===== src/rtl/rid_pkg.sv =====
// Shared constants, codes and types of the recycling id allocator.
`default_nettype none

package rid_pkg;

  // Sizes of the id space and of one allocate batch
  localparam int MAX_IDS   = 1024;
  localparam int MAX_BATCH = 64;
  localparam int ID_W      = $clog2(MAX_IDS);
  localparam int CNT_W     = $clog2(MAX_IDS + 1);
  localparam int BATCH_W   = 7;

  // Stream payload widths, packed and padded to whole bytes
  localparam int IN_BITS   = 2 + ID_W + BATCH_W;
  localparam int IN_W      = ((IN_BITS + 7) / 8) * 8;
  localparam int OUT_BITS  = ID_W + 2 + 2 * CNT_W;
  localparam int OUT_W     = ((OUT_BITS + 7) / 8) * 8;

  // Operation codes; any other code acts as a query
  localparam logic [1:0] OP_ALLOC  = 2'd0;
  localparam logic [1:0] OP_REMOVE = 2'd1;

  typedef enum logic [1:0] {
    ST_IDLE,
    ST_ALLOC,
    ST_FIFO_RD,
    ST_LOOKUP
  } state_t;

  // Access to the active-flag memory
  typedef struct packed {
    logic            rd_en;
    logic [ID_W-1:0] rd_addr;
    logic            wr_en;
    logic [ID_W-1:0] wr_addr;
    logic            wr_data;
  } map_req_t;

  // Access to the free-id FIFO memory
  typedef struct packed {
    logic            rd_en;
    logic [ID_W-1:0] rd_addr;
    logic            wr_en;
    logic [ID_W-1:0] wr_addr;
    logic [ID_W-1:0] wr_data;
  } fifo_req_t;

endpackage

`default_nettype wire


===== src/rtl/rid_ctrl.sv =====
// Sequencer of the id allocator: FIFO pointers, counters and the result register.
`default_nettype none

module rid_ctrl (
  input  wire logic                      clk,
  input  wire logic                      rst,
  // Input stream fields
  input  wire logic                      in_valid,
  output logic                           in_ready,
  input  wire logic [1:0]                in_op,
  input  wire logic [rid_pkg::ID_W-1:0]  in_target_id,
  input  wire logic [rid_pkg::BATCH_W-1:0] in_alloc_count,
  // Memory accesses
  output rid_pkg::map_req_t              map_req,
  input  wire logic                      map_rd_data,
  output rid_pkg::fifo_req_t             fifo_req,
  input  wire logic [rid_pkg::ID_W-1:0]  fifo_rd_data,
  // Result register
  output logic                           out_valid,
  input  wire logic                      out_ready,
  output logic [rid_pkg::ID_W-1:0]       out_given_id,
  output logic                           out_ok,
  output logic                           out_was_active,
  output logic [rid_pkg::CNT_W-1:0]      out_live_count,
  output logic [rid_pkg::CNT_W-1:0]      out_high_water,
  output logic                           out_last
);

  localparam logic [rid_pkg::ID_W-1:0]    ID_TOP    = rid_pkg::ID_W'(rid_pkg::MAX_IDS - 1);
  localparam logic [rid_pkg::CNT_W-1:0]   ID_LIMIT  = rid_pkg::CNT_W'(rid_pkg::MAX_IDS);
  localparam logic [rid_pkg::BATCH_W-1:0] BATCH_CAP = rid_pkg::BATCH_W'(rid_pkg::MAX_BATCH);

  rid_pkg::state_t state, state_next;
  logic                        is_remove, is_remove_next;
  logic [rid_pkg::ID_W-1:0]    tid, tid_next;
  logic [rid_pkg::BATCH_W-1:0] cnt_left, cnt_left_next;
  logic [rid_pkg::ID_W-1:0]    head, head_next;
  logic [rid_pkg::ID_W-1:0]    tail, tail_next;
  logic [rid_pkg::CNT_W-1:0]   fill, fill_next;
  logic [rid_pkg::CNT_W-1:0]   fresh, fresh_next;
  logic [rid_pkg::CNT_W-1:0]   live, live_next;

  logic                        out_free;
  logic                        emit;
  logic [rid_pkg::ID_W-1:0]    emit_id;
  logic                        emit_ok;
  logic                        emit_was;
  logic                        emit_last;
  logic                        was;

  assign out_free = !out_valid || out_ready;
  assign in_ready = (state == rid_pkg::ST_IDLE);

  // Ids at or above the fresh counter were never handed out, so read as inactive
  assign was = map_rd_data && ({1'b0, tid} < fresh);

  // Next state, memory accesses and counter updates
  always_comb begin
    state_next     = state;
    is_remove_next = is_remove;
    tid_next       = tid;
    cnt_left_next  = cnt_left;
    head_next      = head;
    tail_next      = tail;
    fill_next      = fill;
    fresh_next     = fresh;
    live_next      = live;
    map_req        = '0;
    fifo_req       = '0;
    emit           = 1'b0;
    emit_id        = '0;
    emit_ok        = 1'b0;
    emit_was       = 1'b0;
    emit_last      = 1'b0;

    case (state)
      rid_pkg::ST_IDLE: begin
        if (in_valid) begin
          is_remove_next = (in_op == rid_pkg::OP_REMOVE);
          tid_next       = in_target_id;
          cnt_left_next  = (in_alloc_count > BATCH_CAP) ? BATCH_CAP : in_alloc_count;
          if (in_op == rid_pkg::OP_ALLOC) begin
            // A zero count yields no result
            if (in_alloc_count != '0) begin
              state_next = rid_pkg::ST_ALLOC;
            end
          end else begin
            map_req.rd_en   = 1'b1;
            map_req.rd_addr = in_target_id;
            state_next      = rid_pkg::ST_LOOKUP;
          end
        end
      end

      rid_pkg::ST_ALLOC: begin
        if (fill != '0) begin
          // Pop a recycled id; it arrives next cycle
          fifo_req.rd_en   = 1'b1;
          fifo_req.rd_addr = head;
          head_next        = (head == ID_TOP) ? '0 : head + 1'b1;
          fill_next        = fill - 1'b1;
          state_next       = rid_pkg::ST_FIFO_RD;
        end else if (out_free) begin
          emit      = 1'b1;
          emit_last = (cnt_left == rid_pkg::BATCH_W'(1));
          if (fresh < ID_LIMIT) begin
            emit_id         = fresh[rid_pkg::ID_W-1:0];
            emit_ok         = 1'b1;
            map_req.wr_en   = 1'b1;
            map_req.wr_addr = fresh[rid_pkg::ID_W-1:0];
            map_req.wr_data = 1'b1;
            fresh_next      = fresh + 1'b1;
            live_next       = live + 1'b1;
          end
          cnt_left_next = cnt_left - 1'b1;
          if (emit_last) begin
            state_next = rid_pkg::ST_IDLE;
          end
        end
      end

      rid_pkg::ST_FIFO_RD: begin
        if (out_free) begin
          emit            = 1'b1;
          emit_id         = fifo_rd_data;
          emit_ok         = 1'b1;
          emit_last       = (cnt_left == rid_pkg::BATCH_W'(1));
          map_req.wr_en   = 1'b1;
          map_req.wr_addr = fifo_rd_data;
          map_req.wr_data = 1'b1;
          live_next       = live + 1'b1;
          cnt_left_next   = cnt_left - 1'b1;
          state_next      = emit_last ? rid_pkg::ST_IDLE : rid_pkg::ST_ALLOC;
        end
      end

      rid_pkg::ST_LOOKUP: begin
        if (out_free) begin
          emit      = 1'b1;
          emit_id   = tid;
          emit_was  = was;
          emit_last = 1'b1;
          // Release an active id: clear its flag and push it for reuse
          if (is_remove && was) begin
            map_req.wr_en   = 1'b1;
            map_req.wr_addr = tid;
            map_req.wr_data = 1'b0;
            if (fill < ID_LIMIT) begin
              fifo_req.wr_en   = 1'b1;
              fifo_req.wr_addr = tail;
              fifo_req.wr_data = tid;
              tail_next        = (tail == ID_TOP) ? '0 : tail + 1'b1;
              fill_next        = fill + 1'b1;
            end
            if (live != '0) begin
              live_next = live - 1'b1;
            end
          end
          state_next = rid_pkg::ST_IDLE;
        end
      end

      default: begin
        state_next = rid_pkg::ST_IDLE;
      end
    endcase
  end

  // Control registers
  always_ff @(posedge clk) begin
    if (rst) begin
      state     <= rid_pkg::ST_IDLE;
      head      <= '0;
      tail      <= '0;
      fill      <= '0;
      fresh     <= '0;
      live      <= '0;
      out_valid <= 1'b0;
    end else begin
      state <= state_next;
      head  <= head_next;
      tail  <= tail_next;
      fill  <= fill_next;
      fresh <= fresh_next;
      live  <= live_next;
      if (emit) begin
        out_valid <= 1'b1;
      end else if (out_ready) begin
        out_valid <= 1'b0;
      end
    end
  end

  // Item context and result payload
  always_ff @(posedge clk) begin
    is_remove <= is_remove_next;
    tid       <= tid_next;
    cnt_left  <= cnt_left_next;
    if (emit) begin
      out_given_id   <= emit_id;
      out_ok         <= emit_ok;
      out_was_active <= emit_was;
      out_live_count <= live_next;
      out_high_water <= fresh_next;
      out_last       <= emit_last;
    end
  end

endmodule

`default_nettype wire

===== config.mk =====
export PLATFORM = sky130hd
export DESIGN_NAME = rid_ctrl
export DESIGN_NICKNAME = d
export VERILOG_FILES = /design/src/rtl/rid_pkg.sv /design/src/rtl/rid_ctrl.sv
export SDC_FILE = /design/constraint.sdc
export NUM_CORES = 1
export LEC_CHECK = 0
export BUFFER_PORTS_ARGS = -buffer_cell sky130_fd_sc_hd__buf_2
export CAP_MARGIN = 10
export CORE_ASPECT_RATIO = 1.2
export CORE_UTILIZATION = 51
export DETAILED_ROUTE_END_ITERATION = 6
export PLACE_DENSITY = 0.87
export SLEW_MARGIN = 20
export SYNTH_ARGS = -nofsm -noshare
export SYNTH_HDL_FRONTEND = slang
export SYNTH_SLANG_ARGS = --single-unit

===== constraint.sdc =====
create_clock -name clk -period 3.48 [get_ports clk]
set_input_delay 0 -clock clk [delete_from_list [all_inputs] [get_ports clk]]
set_output_delay 0 -clock clk [all_outputs]
set_load 0.01 [all_outputs]

# Word level (Yosys, flattened, before mapping)
# Cells that the tools add are included.
[word_totals]
regBits = 109
latchBits = 0
ram_bits = 0
romBits = 0
output_inout_bits = 92
wordCells = 133
n_memories = 0
[op_classes]
add_sub_neg = 8
multipliers = 0
div_mod_pow = 0
n_lt_le_gt_ge = 4
eq_ne = 17
shift = 0
mux = 68
bitwise_logic = 0
reduce_logical = 20
[op_table]
columns = ["op", "n"]
rows = [
  ["two-way mux 11 bit", 20],
  ["two-way mux 21 bit", 4],
  ["two-way mux 12 bit", 6],
  ["two-way mux 10 bit", 7],
  ["one-hot mux 12 bit (3 select lines)", 1],
  ["adder 11 x 1 -> 11 bit (second input constant)", 3],
  ["one-hot mux 11 bit (3 select lines)", 1],
  ["one-hot mux 10 bit (3 select lines)", 1],
  ["two-way mux 7 bit", 4],
  ["< comparator 11 bit (second input constant)", 2],
  ["one-hot mux 11 bit (2 select lines)", 1],
  ["nonzero test 11 bit", 2],
  ["subtractor 11 x 1 -> 11 bit (second input constant)", 2],
  ["one-hot mux 7 bit (3 select lines)", 1],
  ["adder 10 x 1 -> 10 bit (second input constant)", 2],
  ["equality test 10 bit (second input constant)", 2],
  ["two-way mux 2 bit", 8],
  ["inequality test 2 bit (second input constant)", 7],
  ["< comparator 10 x 11 -> 1 bit", 1],
  ["two-way mux 1 bit", 10],
  ["one-hot mux 2 bit (4 select lines)", 1],
  ["equality test 7 x 1 -> 1 bit (second input constant)", 1],
  ["greater-than comparator 7 bit (second input constant)", 1],
  ["nonzero test 7 bit", 1],
  ["19 further kinds", 28],
]

# Depth between registers and ports, before layout
[logic_depth]
depth_word = 6
depth_mapped = 11
depth_no_buf = 10

# Worst setup path before layout
# No wires, ideal clock.
[synth_path]
path_kind = "register to register"
from = "register state[1]"
to = "register out_given_id[0] (netlist bit) (enable)"
arrival_time_ns = 3.135
t_required_ns = 3.053
slack_ns = -0.082
path_stages_with_launch = 8
path_buffers = 2
synth_period_minus_slack_ns = 3.562
cell_sequence = "dfxtp_1 > ha_1 > buf_2 > clkinv_1 > nor2_1 > clkbuf_1 > nor3_1 > nor2_1"
[synth_via]
elab_chain_len = 3
word_cells_on_any_way = 5
[synth_lines]
columns = ["item", "line", "text"]
rows = [
  ["from (decl)", "rid_ctrl.sv:33", "rid_pkg::state_t state, state_next;"],
  ["from (signal assigned)", "rid_ctrl.sv:172", "state <= rid_pkg::ST_IDLE;"],
  ["from (signal assigned)", "rid_ctrl.sv:180", "state <= state_next;"],
  ["equality test 2 bit", "rid_ctrl.sv:76", "case (state)"],
  ["OR reduction 2 bit (no source line)", "--", ""],
  ["one-hot mux 1 bit (2 select lines) (*)", "rid_ctrl.sv:76", ""],
  ["via emit", "rid_ctrl.sv:44", "logic emit;"],
  ["to (signal assigned)", "rid_ctrl.sv:200", "out_given_id <= emit_id;"],
  ["to (decl)", "rid_ctrl.sv:21", "output logic [rid_pkg::ID_W-1:0] out_given_id,"],
]
# The timed path passes the listed nets; every way through them passes the cells marked *.
# A chain may end at the register's enable or synchronous reset.

# Final worst setup path
[layout_path]
from = "register state[1]"
to = "register fill[7] (netlist bit)"
[layout_via]
elab_chain_len = 3
word_cells_on_any_way = 9
[layout_lines]
columns = ["item", "line", "text"]
rows = [
  ["equality test 2 bit or equality test 2 x 1 -> 1 bit (tied branches)", "rid_ctrl.sv:76", ""],
  ["inequality test 2 bit (no source line) or nonzero test 2 bit (tied branches)", "--", ""],
  ["AND reduction 5 bit (no source line)", "--", ""],
  ["to (signal assigned)", "rid_ctrl.sv:183", "fill <= fill_next;"],
  ["to (decl)", "rid_ctrl.sv:39", "logic [rid_pkg::CNT_W-1:0] fill, fill_next;"],
]
# Several ways; a longest one is shown, not always the timed one.

==> impl_metrics.env <==
export IMPL_power_density_mw_per_mm2=847
export IMPL_leakage_nw=3.11
export IMPL_min_path_type="primary input to register"
export IMPL_cts_sinks=109
export IMPL_grt_max_degree=55
export IMPL_htree_levels=3
export IMPL_criticalPathCategory="register to register"
export IMPL_finish_net_count=901
export IMPL_ys_types=70
export IMPL_fill_cells=1018
export IMPL_setup_viol=0
export IMPL_grt_pass1_vias=5527
export IMPL_ctsResizeCount=0
export IMPL_hold_violations=0
export IMPL_antenna_cells=0
export IMPL_instances_no_fill=1001
export IMPL_clk_insertion_delay_late_ns=0.36
export IMPL_post_place_cells=974
export IMPL_clock_root_buffer="clkbuf_16"
export IMPL_io_buffers=125
export IMPL_synth_top_family_by_area="simple AND/OR/NAND/NOR gates"
export IMPL_route_detailed_drc=0
export IMPL_cts_made_buffers=9
export IMPL_final_common_cell="buf_2"
export IMPL_period_minus_slack_ns=2.78
export IMPL_synth_main_ff_cell="dfxtp_1"
export IMPL_tritoncts="done"
export IMPL_drtPass1Iterations=5
export IMPL_fmax_mhz=360
export IMPL_cp_max_fo=10
export IMPL_drive_above_1_share_pct=21.1
export IMPL_synth_compound_area_share_pct=15.8
export IMPL_relSlewSlack_pct=32.3
export IMPL_die_y_um=125
export IMPL_async_flop_share_pct=0
export IMPL_avgSynthCellArea_um2=9.03
export IMPL_yosys_area_share_xor_xnor_pct=5.01
export IMPL_dr_first_iter_drc_count=607
export IMPL_overflow=0
export IMPL_ys_warn_count=0
export IMPL_clock_skew_ns=0.00682
export IMPL_ios=126
export IMPL_syn_inst=716
export IMPL_peakVddDrop_mv=0.522
export IMPL_vias=5937
export IMPL_die_area_mm2=0.0131
export IMPL_power_mw=6.46
export IMPL_grt_pass1_wl_um=27000
export IMPL_core_area_mm2=0.0122
export IMPL_vias_per_cell=5.93
export IMPL_antenna_found_initial=0
export IMPL_initial_core_util_pct=52.9
export IMPL_fin_crit_sh_pct=79.8
export IMPL_die_w_um=105
export IMPL_cap_violations=0
export IMPL_synth_edf_count=53
export IMPL_slew_violations=0
export IMPL_synthMuxAreaShare_pct=2.05
export IMPL_ys_seq_area_share_pct=41.9
export IMPL_crit_required_ns=3.69
export IMPL_post_cts_setup_buffer_count=0
export IMPL_cp_cell_sequence="ha_1 -> clkinv_1 -> buf_4 -> ha_1 -> a211oi_1 -> o21bai_1 -> o41ai_1 -> nor2_1 -> xor2_1 -> mux2i_1 -> nor2_1"
export IMPL_wl_per_cell_um=17.0
export IMPL_synthesis_nets=782
export IMPL_crit_arrival_ns=2.98
export IMPL_outcome="complete, no violations"
export IMPL_rsz0062_at_grt="false"
export IMPL_synth_fa_ha_area_share_pct=6.31
export IMPL_layout_common_cells="125 x buf_2, 59 x nor2_1, 58 x nand2_1"
export IMPL_crit_path_max_incr_delay_ns=0.39
export IMPL_synth_simple_area_share_pct=24.5
export IMPL_wirelength_um=17000
export IMPL_startpoint_type="register"
export IMPL_place_hpwl_um=12100
export IMPL_syn_cell_area_mm2=0.00647
export IMPL_end_kind="register"
export IMPL_place_congestion=0.946
export IMPL_ant_nets=0
export IMPL_cts_clk_slew_worst_paths_ns=0.08
export IMPL_clockBufferDepth=2
export IMPL_worst_pin_slew_ns=1.02
export IMPL_syn_to_final_growth_pct=17.9
export IMPL_grt_util_all_layers_pct=25.8
export IMPL_synth_seq_cells=109
export IMPL_rows=44
export IMPL_placed_cell_area_mm2=0.00722
export IMPL_fin_setup_tns_ns=0
export IMPL_critPathSlowestCell="dfxtp_1"
export IMPL_stdcell_area_mm2=0.00763
cells in the mapped netlist, types with 3 or more instances:
cell type,n,area share (%)
nor2_1,60,3.5
nand2_1,58,3.4
a21oi_1,56,4.3
dfxtp_1,56,17
edfxtp_1,53,25
and2_1,46,4.4
ha_1,31,6.0
nand3_1,28,2.2
clkbuf_1,26,1.5
inv_1,23,1.3
o21ai_0,22,1.7
nand4_1,21,2.0
xor2_1,21,2.8
nor2b_1,18,1.7
nor3_1,17,1.3
xnor2_1,16,2.2
a31oi_1,13,1.3
buf_2,11,0.85
mux2i_1,11,1.7
and3_1,10,0.97
a22oi_1,9,1.0
a21o_1,8,0.93
nor4_1,8,0.77
or3_1,8,0.77
a211oi_1,7,0.81
nand2b_1,6,0.58
nand3b_1,4,0.46
o211ai_1,4,0.46
buf_1,3,0.17
nor3_2,3,0.46
nor3b_1,3,0.35
o31ai_1,3,0.35
o41ai_1,3,0.41
through the flow:
stage | setup WS, ns | hold slack (ns) | util [%]
after floorplan | 0.490 | 0.0989 | -
after global placement | 0.803 | 0.198 | 59.1
after detailed placement | 0.713 | 0.192 | 59.1
after CTS | 0.700 | 0.00156 | 62.4
after global routing | 0.387 | 0.0277 | 62.4
final | 0.704 | 0.0255 | 62.4
logic make-up (layout without fill, tap and decap cells):
kind of cell,Yosys count,after routing
simple gates,301,301
compound gates,156,156
flops,109,109
buf+inv,68,192
xor+xnor,37,37
fa+ha+maj,32,32
mux,13,13
what timing repair did:
| action | in CTS | in global routing |
|---|---|---|
| hold endpoints to repair | 11 | 0 |
| setup endpoints to repair | 0 | 0 |
| hold buffers | 11 | 0 |
flip-flops by register name, indices dropped and copies added (netlist names):
signal,cells
live,11
out_high_water,11
fresh,11
is_remove,1
fill,11
out_given_id,10
tail,10
out_was_active,1
out_ok,1
tid,10
head,10
out_last,1
cnt_left,7
out_valid,1
state,2
out_live_count,11
metal layers:
| layer | track usage [%] | vias up | wire [um] |
|---|---|---|---|
| met4 | 15.6 | 0 | 766 |
| met1 | 30.8 | 2735 | 6880 |
| met3 | 3.34 | 72 | 1140 |
| li1 | - | 2828 | - |
| met2 | 44.1 | 302 | 8190 |
| met5 | 0 | - | 0 |
path summary, 6_finish.rpt:
path	startpoint	endpoint	slack (ns)	cells after the start
worst max-delay path	state[1]	fill[7]	0.70	11
worst min-delay path	in_alloc_count[3]	cnt_left[3]	0.03	3
worst max register to register	state[1]	fill[7]	0.70	11
worst min register to register	tail[1]	tail[1]	0.50	2
worst max-delay path: cells and delay by family (launching register included):
family	cells	cell delay, ns
AOI/OAI and AO/OA	3	0.74
buffers and inverters	2	0.58
adders and majority gates	2	0.50
DFF	1	0.39
and+or+nand+nor	2	0.15
xor gates and xnor gates	1	0.15
muxes	1	0.13
cell type report:
| class | instances | area [um2] | area share [%] |
|---|---|---|---|
| clock inverters | 6 | 53.8 | 0.705 |
| repair buffers | 150 | 841 | 11.0 |
| multi-input cells | 539 | 3480 | 45.6 |
| inverters | 26 | 98.8 | 1.30 |
| flip-flops and latches | 109 | 2710 | 35.6 |
| well taps | 161 | 201 | 2.64 |
| clock buffers | 10 | 239 | 3.13 |
power breakdown:
| part | internal, mW | total [mW] | switching [mW] |
|---|---|---|---|
| logic | 1.28 | 3.40 | 2.12 |
| registers | 1.81 | 2.04 | 0.235 |
| clock network | 0.517 | 1.01 | 0.496 |
| total | 3.61 | 6.46 | 2.85 |
(Power assumes the default switching activity.)
